### config.mk
export PLATFORM = sky130hd
export DESIGN_NAME = addressed_frame_command_slave_top
export DESIGN_NICKNAME = d
export VERILOG_FILES = /design/src/hdl/afcs_pkg.sv /design/src/hdl/addressed_frame_command_slave_top.sv /design/src/hdl/afcs_rx.sv /design/src/hdl/afcs_tx.sv
export SDC_FILE = /design/constraint.sdc
export NUM_CORES = 1
export LEC_CHECK = 0
export ABC_CLOCK_PERIOD_IN_PS = 4900
export BUFFER_PORTS_ARGS = -buffer_cell sky130_fd_sc_hd__buf_2
export CORE_UTILIZATION = 56
export DETAILED_ROUTE_END_ITERATION = 7
export GPL_TIMING_DRIVEN = 0
export MAX_ROUTING_LAYER = met4
export PLACE_DENSITY = 0.77
export SETUP_SLACK_MARGIN = 0.5
export SYNTH_ARGS = -nofsm -noshare
export SYNTH_HDL_FRONTEND = slang
export SYNTH_SLANG_ARGS = --single-unit
### constraint.sdc
create_clock -name aclk -period 4.9 [get_ports aclk]
set_clock_uncertainty 0.2 [all_clocks]
set_input_delay 0.735 -clock aclk [delete_from_list [all_inputs] [get_ports aclk]]
set_output_delay 0.735 -clock aclk [all_outputs]
set_load 0.05 [all_outputs]
### src/hdl/afcs_pkg.sv
package afcs_pkg;

    localparam int REPLY_BYTES = 6;

    localparam logic [7:0] CMD_HELLO   = 8'h00;
    localparam logic [7:0] CMD_RED     = 8'h10;
    localparam logic [7:0] CMD_YELLOW  = 8'h12;
    localparam logic [7:0] CMD_BTN_ONE = 8'h30;
    localparam logic [7:0] CMD_BTN_TWO = 8'h32;
    localparam logic [7:0] CMD_LOAD    = 8'h40;
    localparam logic [7:0] CMD_TEMP    = 8'h42;

    localparam logic OP_BYTE    = 1'b0;
    localparam logic OP_TIMEOUT = 1'b1;

    typedef struct packed {
        logic       op;
        logic [7:0] rx_byte;
        logic       button_one_level;
        logic       button_two_level;
        logic [7:0] cpu_load;
        logic [7:0] cpu_temperature;
    } item_t;

    typedef struct packed {
        logic [7:0] own_addr;
        logic [7:0] requester;
        logic [7:0] cmd_echo;
        logic [7:0] data;
        logic [7:0] chk;
        logic       red_led;
        logic       yellow_led;
    } reply_t;

endpackage

### src/hdl/addressed_frame_command_slave_top.sv
// The checksum byte passes the input register, then the reply loads into the serialiser.
// Throughput: one input per cycle unless stalled; a reply leaves one byte per ready cycle.
// A checksum byte waits in the input register while the previous reply is still being sent.
// Reset: aresetn synchronous, active low; clears byte count, LEDs, address and
// all valid flags; the frame store is not cleared.
module addressed_frame_command_slave_top #(
    parameter int FRAME_BYTES = 6
) (
    input  logic        aclk,
    input  logic        aresetn,
    input  logic        cfg_we,
    input  logic [7:0]  cfg_wdata,
    input  logic        s_axis_tvalid,
    output logic        s_axis_tready,
    // rx_byte[7:0], button_one_level[8], button_two_level[9], cpu_load[17:10],
    // cpu_temperature[25:18], zero[31:26]
    input  logic [31:0] s_axis_tdata,
    // op[0]
    input  logic        s_axis_tuser,
    output logic        m_axis_tvalid,
    input  logic        m_axis_tready,
    // tx_byte[7:0], red_led[8], yellow_led[9], zero[15:10]
    output logic [15:0] m_axis_tdata,
    output logic        m_axis_tlast
);

    logic              in_vld_reg;
    afcs_pkg::item_t   in_reg;
    logic [7:0]        addr_reg;
    logic              advance;
    logic              is_final;
    logic              tx_busy;
    logic              reply_load;
    afcs_pkg::reply_t  reply;
    logic              s_take;

    assign advance       = in_vld_reg && !(is_final && tx_busy);
    assign s_axis_tready = !in_vld_reg || advance;
    assign s_take        = s_axis_tvalid && s_axis_tready;

    always_ff @(posedge aclk) begin
        if (!aresetn) begin
            in_vld_reg <= 1'b0;
            addr_reg   <= '0;
        end else begin
            if (s_take) begin
                in_vld_reg <= 1'b1;
            end else if (advance) begin
                in_vld_reg <= 1'b0;
            end
            if (cfg_we) begin
                addr_reg <= cfg_wdata;
            end
        end
    end

    always_ff @(posedge aclk) begin
        if (s_take) begin
            in_reg.op               <= s_axis_tuser;
            in_reg.rx_byte          <= s_axis_tdata[7:0];
            in_reg.button_one_level <= s_axis_tdata[8];
            in_reg.button_two_level <= s_axis_tdata[9];
            in_reg.cpu_load         <= s_axis_tdata[17:10];
            in_reg.cpu_temperature  <= s_axis_tdata[25:18];
        end
    end

    afcs_rx #(
        .FRAME_BYTES (FRAME_BYTES)
    ) u_rx (
        .aclk           (aclk),
        .aresetn        (aresetn),
        .advance        (advance),
        .item           (in_reg),
        .device_address (addr_reg),
        .is_final       (is_final),
        .reply_load     (reply_load),
        .reply          (reply)
    );

    afcs_tx u_tx (
        .aclk          (aclk),
        .aresetn       (aresetn),
        .reply_load    (reply_load),
        .reply         (reply),
        .busy          (tx_busy),
        .m_axis_tvalid (m_axis_tvalid),
        .m_axis_tready (m_axis_tready),
        .m_axis_tdata  (m_axis_tdata),
        .m_axis_tlast  (m_axis_tlast)
    );

    a_stall_cause: assert property (@(posedge aclk) disable iff (!aresetn)
        in_vld_reg && !advance |-> is_final && tx_busy)
        else $error("input held without a busy serialiser");

    a_held_item: assert property (@(posedge aclk) disable iff (!aresetn)
        in_vld_reg && !advance |=> in_vld_reg && $stable(in_reg))
        else $error("stalled transaction lost");

endmodule

### src/hdl/afcs_rx.sv
module afcs_rx #(
    parameter int FRAME_BYTES = 6
) (
    input  logic                aclk,
    input  logic                aresetn,
    input  logic                advance,
    input  afcs_pkg::item_t     item,
    input  logic [7:0]          device_address,
    output logic                is_final,
    output logic                reply_load,
    output afcs_pkg::reply_t    reply
);

    localparam int STORE_DEPTH = FRAME_BYTES - 1;
    localparam int CNT_W       = $clog2(FRAME_BYTES);

    logic [CNT_W-1:0] count_reg, count_next;
    logic [7:0]       sum_reg, sum_next;
    logic             red_reg, red_next;
    logic             yellow_reg, yellow_next;
    logic [7:0]       frame_reg [STORE_DEPTH];

    logic [7:0] src_byte, dst_byte, cmd_byte, d2_byte;
    logic [7:0] data;
    logic [7:0] cmd_echo;
    logic       cmd_known;
    logic       frame_ok;

    assign src_byte = frame_reg[0];
    assign dst_byte = frame_reg[1];

    generate
        if (STORE_DEPTH > 2) begin : g_cmd
            assign cmd_byte = frame_reg[2];
        end else begin : g_no_cmd
            assign cmd_byte = '0;
        end
        if (STORE_DEPTH > 4) begin : g_d2
            assign d2_byte = frame_reg[4];
        end else begin : g_no_d2
            assign d2_byte = '0;
        end
    endgenerate

    for (genvar i = 0; i < STORE_DEPTH; i++) begin : g_store
        always_ff @(posedge aclk) begin
            if (advance && item.op == afcs_pkg::OP_BYTE && count_reg == CNT_W'(i)) begin
                frame_reg[i] <= item.rx_byte;
            end
        end
    end

    assign is_final = item.op == afcs_pkg::OP_BYTE && count_reg == CNT_W'(STORE_DEPTH);
    assign frame_ok = sum_reg == item.rx_byte && dst_byte == device_address;
    assign cmd_echo = cmd_byte + 8'd1;

    always_comb begin
        red_next    = red_reg;
        yellow_next = yellow_reg;
        data        = '0;
        cmd_known   = 1'b1;
        unique case (cmd_byte)
            afcs_pkg::CMD_HELLO:   data = '0;
            afcs_pkg::CMD_RED:     red_next = d2_byte != '0;
            afcs_pkg::CMD_YELLOW:  yellow_next = d2_byte != '0;
            afcs_pkg::CMD_BTN_ONE: data = {7'd0, ~item.button_one_level};
            afcs_pkg::CMD_BTN_TWO: data = {7'd0, ~item.button_two_level};
            afcs_pkg::CMD_LOAD:    data = item.cpu_load;
            afcs_pkg::CMD_TEMP:    data = item.cpu_temperature;
            default:               cmd_known = 1'b0;
        endcase
        if (!(advance && is_final && frame_ok && cmd_known)) begin
            red_next    = red_reg;
            yellow_next = yellow_reg;
        end
    end

    always_comb begin
        count_next = count_reg;
        sum_next   = sum_reg;
        reply_load = 1'b0;
        if (advance) begin
            if (item.op == afcs_pkg::OP_TIMEOUT) begin
                count_next = '0;
                sum_next   = '0;
            end else if (!is_final) begin
                count_next = count_reg + CNT_W'(1);
                sum_next   = sum_reg + item.rx_byte;
            end else begin
                count_next = '0;
                sum_next   = '0;
                reply_load = frame_ok && cmd_known;
            end
        end
    end

    always_comb begin
        reply.own_addr   = device_address;
        reply.requester  = src_byte;
        reply.cmd_echo   = cmd_echo;
        reply.data       = data;
        reply.chk        = device_address + src_byte + cmd_echo + data;
        reply.red_led    = red_next;
        reply.yellow_led = yellow_next;
    end

    always_ff @(posedge aclk) begin
        if (!aresetn) begin
            count_reg  <= '0;
            sum_reg    <= '0;
            red_reg    <= 1'b0;
            yellow_reg <= 1'b0;
        end else begin
            count_reg  <= count_next;
            sum_reg    <= sum_next;
            red_reg    <= red_next;
            yellow_reg <= yellow_next;
        end
    end

    a_count_range: assert property (@(posedge aclk) disable iff (!aresetn)
        count_reg <= CNT_W'(STORE_DEPTH))
        else $error("byte count beyond frame length");

    a_final_clears: assert property (@(posedge aclk) disable iff (!aresetn)
        advance && (is_final || item.op == afcs_pkg::OP_TIMEOUT) |=> count_reg == '0)
        else $error("byte count not cleared after frame end");

endmodule

### src/hdl/afcs_tx.sv
module afcs_tx (
    input  logic                aclk,
    input  logic                aresetn,
    input  logic                reply_load,
    input  afcs_pkg::reply_t    reply,
    output logic                busy,
    output logic                m_axis_tvalid,
    input  logic                m_axis_tready,
    output logic [15:0]         m_axis_tdata,
    output logic                m_axis_tlast
);

    localparam int IDX_W = $clog2(afcs_pkg::REPLY_BYTES);
    localparam logic [IDX_W-1:0] IDX_LAST = IDX_W'(afcs_pkg::REPLY_BYTES - 1);

    logic             busy_reg, busy_next;
    logic [IDX_W-1:0] idx_reg, idx_next;
    afcs_pkg::reply_t reply_reg;
    logic [7:0]       tx_byte;
    logic             take;

    assign busy          = busy_reg;
    assign m_axis_tvalid = busy_reg;
    assign m_axis_tlast  = idx_reg == IDX_LAST;
    assign m_axis_tdata  = {6'd0, reply_reg.yellow_led, reply_reg.red_led, tx_byte};
    assign take          = busy_reg && m_axis_tready;

    always_comb begin
        unique case (idx_reg)
            IDX_W'(0): tx_byte = reply_reg.own_addr;
            IDX_W'(1): tx_byte = reply_reg.requester;
            IDX_W'(2): tx_byte = reply_reg.cmd_echo;
            IDX_W'(3): tx_byte = '0;
            IDX_W'(4): tx_byte = reply_reg.data;
            IDX_W'(5): tx_byte = reply_reg.chk;
            default:   tx_byte = '0;
        endcase
    end

    always_comb begin
        busy_next = busy_reg;
        idx_next  = idx_reg;
        if (reply_load) begin
            busy_next = 1'b1;
            idx_next  = '0;
        end else if (take) begin
            if (idx_reg == IDX_LAST) begin
                busy_next = 1'b0;
            end
            idx_next = idx_reg + IDX_W'(1);
        end
    end

    always_ff @(posedge aclk) begin
        if (reply_load) begin
            reply_reg <= reply;
        end
    end

    always_ff @(posedge aclk) begin
        if (!aresetn) begin
            busy_reg <= 1'b0;
            idx_reg  <= '0;
        end else begin
            busy_reg <= busy_next;
            idx_reg  <= idx_next;
        end
    end

    a_no_overrun: assert property (@(posedge aclk) disable iff (!aresetn)
        reply_load |-> !busy_reg)
        else $error("reply loaded while previous reply in flight");

    a_end_of_reply: assert property (@(posedge aclk) disable iff (!aresetn)
        take && m_axis_tlast |=> !busy_reg)
        else $error("serialiser still busy after last byte");

endmodule

# Yosys cells after proc, flatten, opt, wreduce, memory -nomap -nowiden
# Memory sizes are Yosys's and may differ from the RTL's.
# Index checks and enable logic that the tools add are counted.
# totals
latchBits,0
output_inout_bits,19
ramBits,40
register_bits,95
n_memories,1
in_bits,46
mem_bits_ro,0
# mem_list
memory,depth,width,read_ports,rd_ports_with_merged_regs,write_ports,line_no,source
u_rx.frame_reg,5,8,4,0,1,afcs_rx.sv:21,logic [7:0] frame_reg [STORE_DEPTH];
# classes
n_div,0
n_addsub,7
reduce_logical,33
magnitude_cmp,0
n_eq_ne,17
mul,0
shift,0
bitwise,4
muxes,41
# op_table
operator,count
two-way mux 8 bit,6
one-hot mux 8 bit (5 select lines),1
adder 8 bit,4
one-hot mux 8 bit (4 select lines),1
OR reduction 8 bit,4
two-way mux 1 bit,27
two-way mux 3 bit,6
"equality test 8 x 5 -> 1 bit, second input constant",2
"equality test 8 x 6 -> 1 bit, second input constant",2
"equality test 8 x 7 -> 1 bit, second input constant",2
equality test 8 bit,2
logical AND 1 bit,16
"equality test 3 bit, second input constant",4
"equality test 3 x 2 -> 1 bit, second input constant",3
"adder 8 x 1 -> 8 bit, second input constant",1
logical NOT 8 bit,1
nonzero test 8 bit,1
OR reduction 7 bit,1
"adder 3 x 1 -> 3 bit, second input constant",2
"equality test 3 x 1 -> 1 bit, second input constant",2
logical NOT 3 bit,2
nonzero test 2 bit,3
NOT 1 bit,4
logical NOT 1 bit,2
other kinds (3),3

# Logic depth before layout (Yosys ltp)
# depth
depth_word,14
depth_mapped,17

# Hierarchy
# From an unflattened synthesis, not the netlist that was laid out.
# unflattened
cells_unflattened,444
area_unflattened_um2,6049.6
# modules_own_cells
module,n_inst,area_per_inst_um2,cells_each
afcs_rx,1,3052.9,280
afcs_tx,1,1834.3,106
addressed_frame_command_slave_top,1,1162.4,58

# Worst setup path before layout
# No wires, ideal clock.
# synth_path
path_kind,flip-flop to flip-flop
startpoint,memory u_rx.frame_reg[2][2] (netlist: u_rx.frame_reg[0][18])
endpoint,"register u_tx.reply_reg[9] (netlist name), data pin"
path_slack_ps,547
stages_incl_launch_ff,17
setup_time_ps,260
path_buffers,1
arrival_time_ps,3893
synth_period_minus_slack_ps,4353
cell_sequence,edfxtp_1 or3_4 nor4b_1 and2_1 clkbuf_1 a22o_1 fa_1 fa_1 ha_1 inv_1 fa_1 inv_1 a21oi_1 o21bai_1 a21o_1 a21oi_1 xnor2_1
# synth_lines
item,line_no,source
"start, declared",afcs_rx.sv:21,
"end signal, assigned",afcs_tx.sv:56,reply_reg <= reply;
"end, declared",afcs_tx.sv:18,afcs_pkg::reply_t reply_reg;

==> run metrics <==
outcome finished clean; clock insertion delay at the later pin of the skew report ~0.52 ns; final slew viol count 0; antenna violations before repair 0; # rows 37; origin of the worst min-delay path s_axis_tdata[1]; Data arrival, critical path 4.47 ns; max incr delay on CP ~0.54 ns; achievable frequency approximately 230 MHz; crit path buf inv count 3; CP Launch Type register; CTS Sinks approximately 130; layout cell share with drive strength beyond 1 21.4%; Crit Path Max Fanout 6; syn avg cell area ~13 um2; Worst Hold Slack ~0.19 ns; Power Density ~370 nW/um2; ys async rst share 0%; Post-synth top flop edfxtp_1; die width between 100 and 150 um; Min Clock Period, post-route about 4.4 ns; worst r2r src u_rx.frame_reg[0][18]$_DFFE_PP_; cells after synthesis ~450; Max Cap Viol 0; total power ~2.6 mW; Setup crit start u_rx.frame_reg[0][18]$_DFFE_PP_; HP Class input pin to register; worst setup path endpoint u_tx.reply_reg[9]$_DFFE_PP_; vias post-DR between 3000 and 4000; CORE AREA 10300 um2; Reg clk slew, reported paths ~0.06 ns; cell count of the worst reg-to-reg path 16; Slew @ Worst Pin about 1.0 ns; GP Congestion a little over 0.9; die footprint 11000 um2; Critical Path, Cell by Cell or3_4 -> nor4b_4 -> and2_1 -> buf_6 -> a22o_1 -> fa_1 -> fa_1 -> ha_2 -> inv_1 -> fa_2 -> inv_2 -> a21oi_2 -> o21bai_1 -> a21o_1 -> a21oi_1 -> xnor2_1; Port-buffer cells 50; DP Area between 6000 and 7000 um2; vias in the first global route about 3700; synth warn 0; io pins 65; final hold violations 0; Avg WL per Cell about 18 um; Critical-path top delay cell fa_1; H-tree levels 4; first-pass GRT wire length between 15000 and 20000 um; kind of critical path register to register; Max-slew headroom between 30% and 40%; post-DR vias/cell roughly 5.4; unrepaired setup endpoints after global routing true; Post-synth EDFFs 101; Die Span Y roughly 110 um; crit share post-route about 90%; CP top delay family adder cells; CTS root buf clkbuf_8; Final nets roughly 620; GRT Total Usage between 20% and 30%; area grow syn2layout 19.9%; synthesized area just under 6000 um2; R2R Path End u_tx.reply_reg[9]$_DFFE_PP_; Largest register FFs 40; n_diodes 0; iteration-0 DRC count of the detailed router 230; critical path capture point type register; TritonCTS clock tree yes; Yosys cell types 43; #FFs+latches synth between 100 and 150; DRC Markers 0; largest net degree at the start of global routing 38; CTS buffer count 17; fillers 730; initial core utilization 57.6%; Setup-failing EPs final 0; Worst VDD drop 0.240 mV; cell area after layout between 7000 and 8000 um2; Seq/Total Area, Yosys 59.8%; R2R Setup Slk between 0.5 and 0.6 ns; most used cell, CP fa_1; Leak 2.83 nW; Initial DRT Pass Iterations 5; global route total overflow 0; drt total wl 12300 um; CP required between 4 and 5 ns; Post-DP HPWL between 8000 and 9000 um; antenna-violating nets left 0; Stages on worst setup path 16; Max Buffers Root-to-Sink 2
[metrics by stage]
stage	TNS (ns)	worst slack (ns)	instances	util [%]
finish	0	0.501	687	69.0
CTS	0	0.507	682	68.5
global placement	-2.15	-0.0531	644	61.8
global route	0	0.341	687	69.0
floorplan	0	0.547	458	-
detailed placement	-0.0641	-0.0641	646	62.2
[cell families after synthesis]
group,count (synthesis),share of synthesized area [%]
XOR/XNOR,31,4.57
adder cells (fa/ha/maj),40,10.3
AO/OA/AOI/OAI,66,7.96
buffers and inverters,64,4.55
other,1,0.0631
AND/OR/NAND/NOR,111,10.5
multiplexers,13,2.23
flip-flops,127,59.8
[per-layer routing]
metal | GRT usage [%] | routed length (um)
met5 | - | 0
met4 | 8.55 | 264
met3 | 5.43 | 547
met2 | 42.1 | 6430
met1 | 29.0 | 5030
[cells in the mapped netlist, types with 2 or more instances]
library cell,number,area share [%]
a21o_1,3,0.38
a21oi_1,15,1.3
a221oi_1,2,0.29
a22o_1,12,1.8
a22oi_1,18,2.3
and2_1,6,0.63
buf_4,8,1.0
clkbuf_1,12,0.76
dfxtp_1,26,8.8
edfxtp_1,101,51
fa_1,15,5.1
ha_1,25,5.3
inv_1,43,2.7
mux2_1,2,0.38
mux2i_1,11,1.9
nand2_1,28,1.8
nand2b_1,2,0.21
nand3_1,16,1.3
nand4_1,4,0.42
nor2_1,12,0.76
nor2b_1,25,2.6
nor4_1,8,0.84
nor4_2,2,0.42
o21a_1,2,0.25
o21ai_1,3,0.25
o21bai_1,4,0.51
o2bb2ai_1,2,0.29
or3_4,2,0.38
xnor2_1,15,2.2
xor2_1,16,2.4
[worst register-to-register path: stages (launching register included)]
cell and delay, ns:
edfxtp_1 0.40, or3_4 0.42, nor4b_4 0.32, and2_1 0.19, buf_6 0.12, a22o_1 0.18
fa_1 0.44, fa_1 0.54, ha_2 0.20, inv_1 0.07, fa_2 0.37, inv_2 0.06
a21oi_2 0.07, o21bai_1 0.22, a21o_1 0.16, a21oi_1 0.08, xnor2_1 0.13
[area by class of cell]
cell class	count	area [um2]	share of cell area [%]
flip-flops and latches	127	3550	49.9
multi-input cells	267	2180	30.6
clock buffers	17	414	5.81
repair buffers	61	353	4.95
well taps	136	170	2.39
clock inverters	15	169	2.37
inverters	43	161	2.27
plain buffers	21	124	1.74
[how the worst min path moves through the flow]
| stage | cells past startpoint | slack [ns] | endpoint |
|---|---|---|---|
| 2_1_floorplan | 0 | 0.23 | u_tx.reply_reg[28]$_DFFE_PP_ |
| 3_3_place_gp | 0 | 0.25 | u_tx.reply_reg[32]$_DFFE_PP_ |
| 3_5_place_dp | 0 | 0.25 | u_tx.reply_reg[32]$_DFFE_PP_ |
| 4_1_cts | 1 | 0.16 | in_reg[19]$_DFFE_PP_ |
| 5_1_grt | 1 | 0.17 | in_reg[20]$_DFFE_PP_ |
| 6_report | 1 | 0.19 | in_reg[19]$_DFFE_PP_ |
[placed cells by master, fill, tap and decap left out, drive strengths merged, types with 15 or more instances in the layout]
cell type  count
dfxtp         26
xnor2         15
edfxtp       101
a21oi         15
nand2         28
clkbuf        27
fa            15
ha            25
nand3         16
a22oi         18
inv           45
nor2b         25
buf           72
xor2          16
[timing repair]
action                     4_1_cts  5_1_grt
resized for setup                8        8
setup endpoints to repair        4        3
buffers inserted                 4        5
hold buffers                     0        0
pin swaps                        4        9
hold endpoints to repair         0        0
[power breakdown]
group | total [mW] | internal (mW) | switching (mW) | leakage (nW)
Combinational | 0.175 | 0.0793 | 0.0955 | 1.39
Clock | 1.23 | 0.771 | 0.461 | 0.285
Sequential | 1.23 | 1.20 | 0.0300 | 1.16
Total | 2.64 | 2.05 | 0.587 | 2.83
No activity file was read; power rests on OpenSTA's default activity.
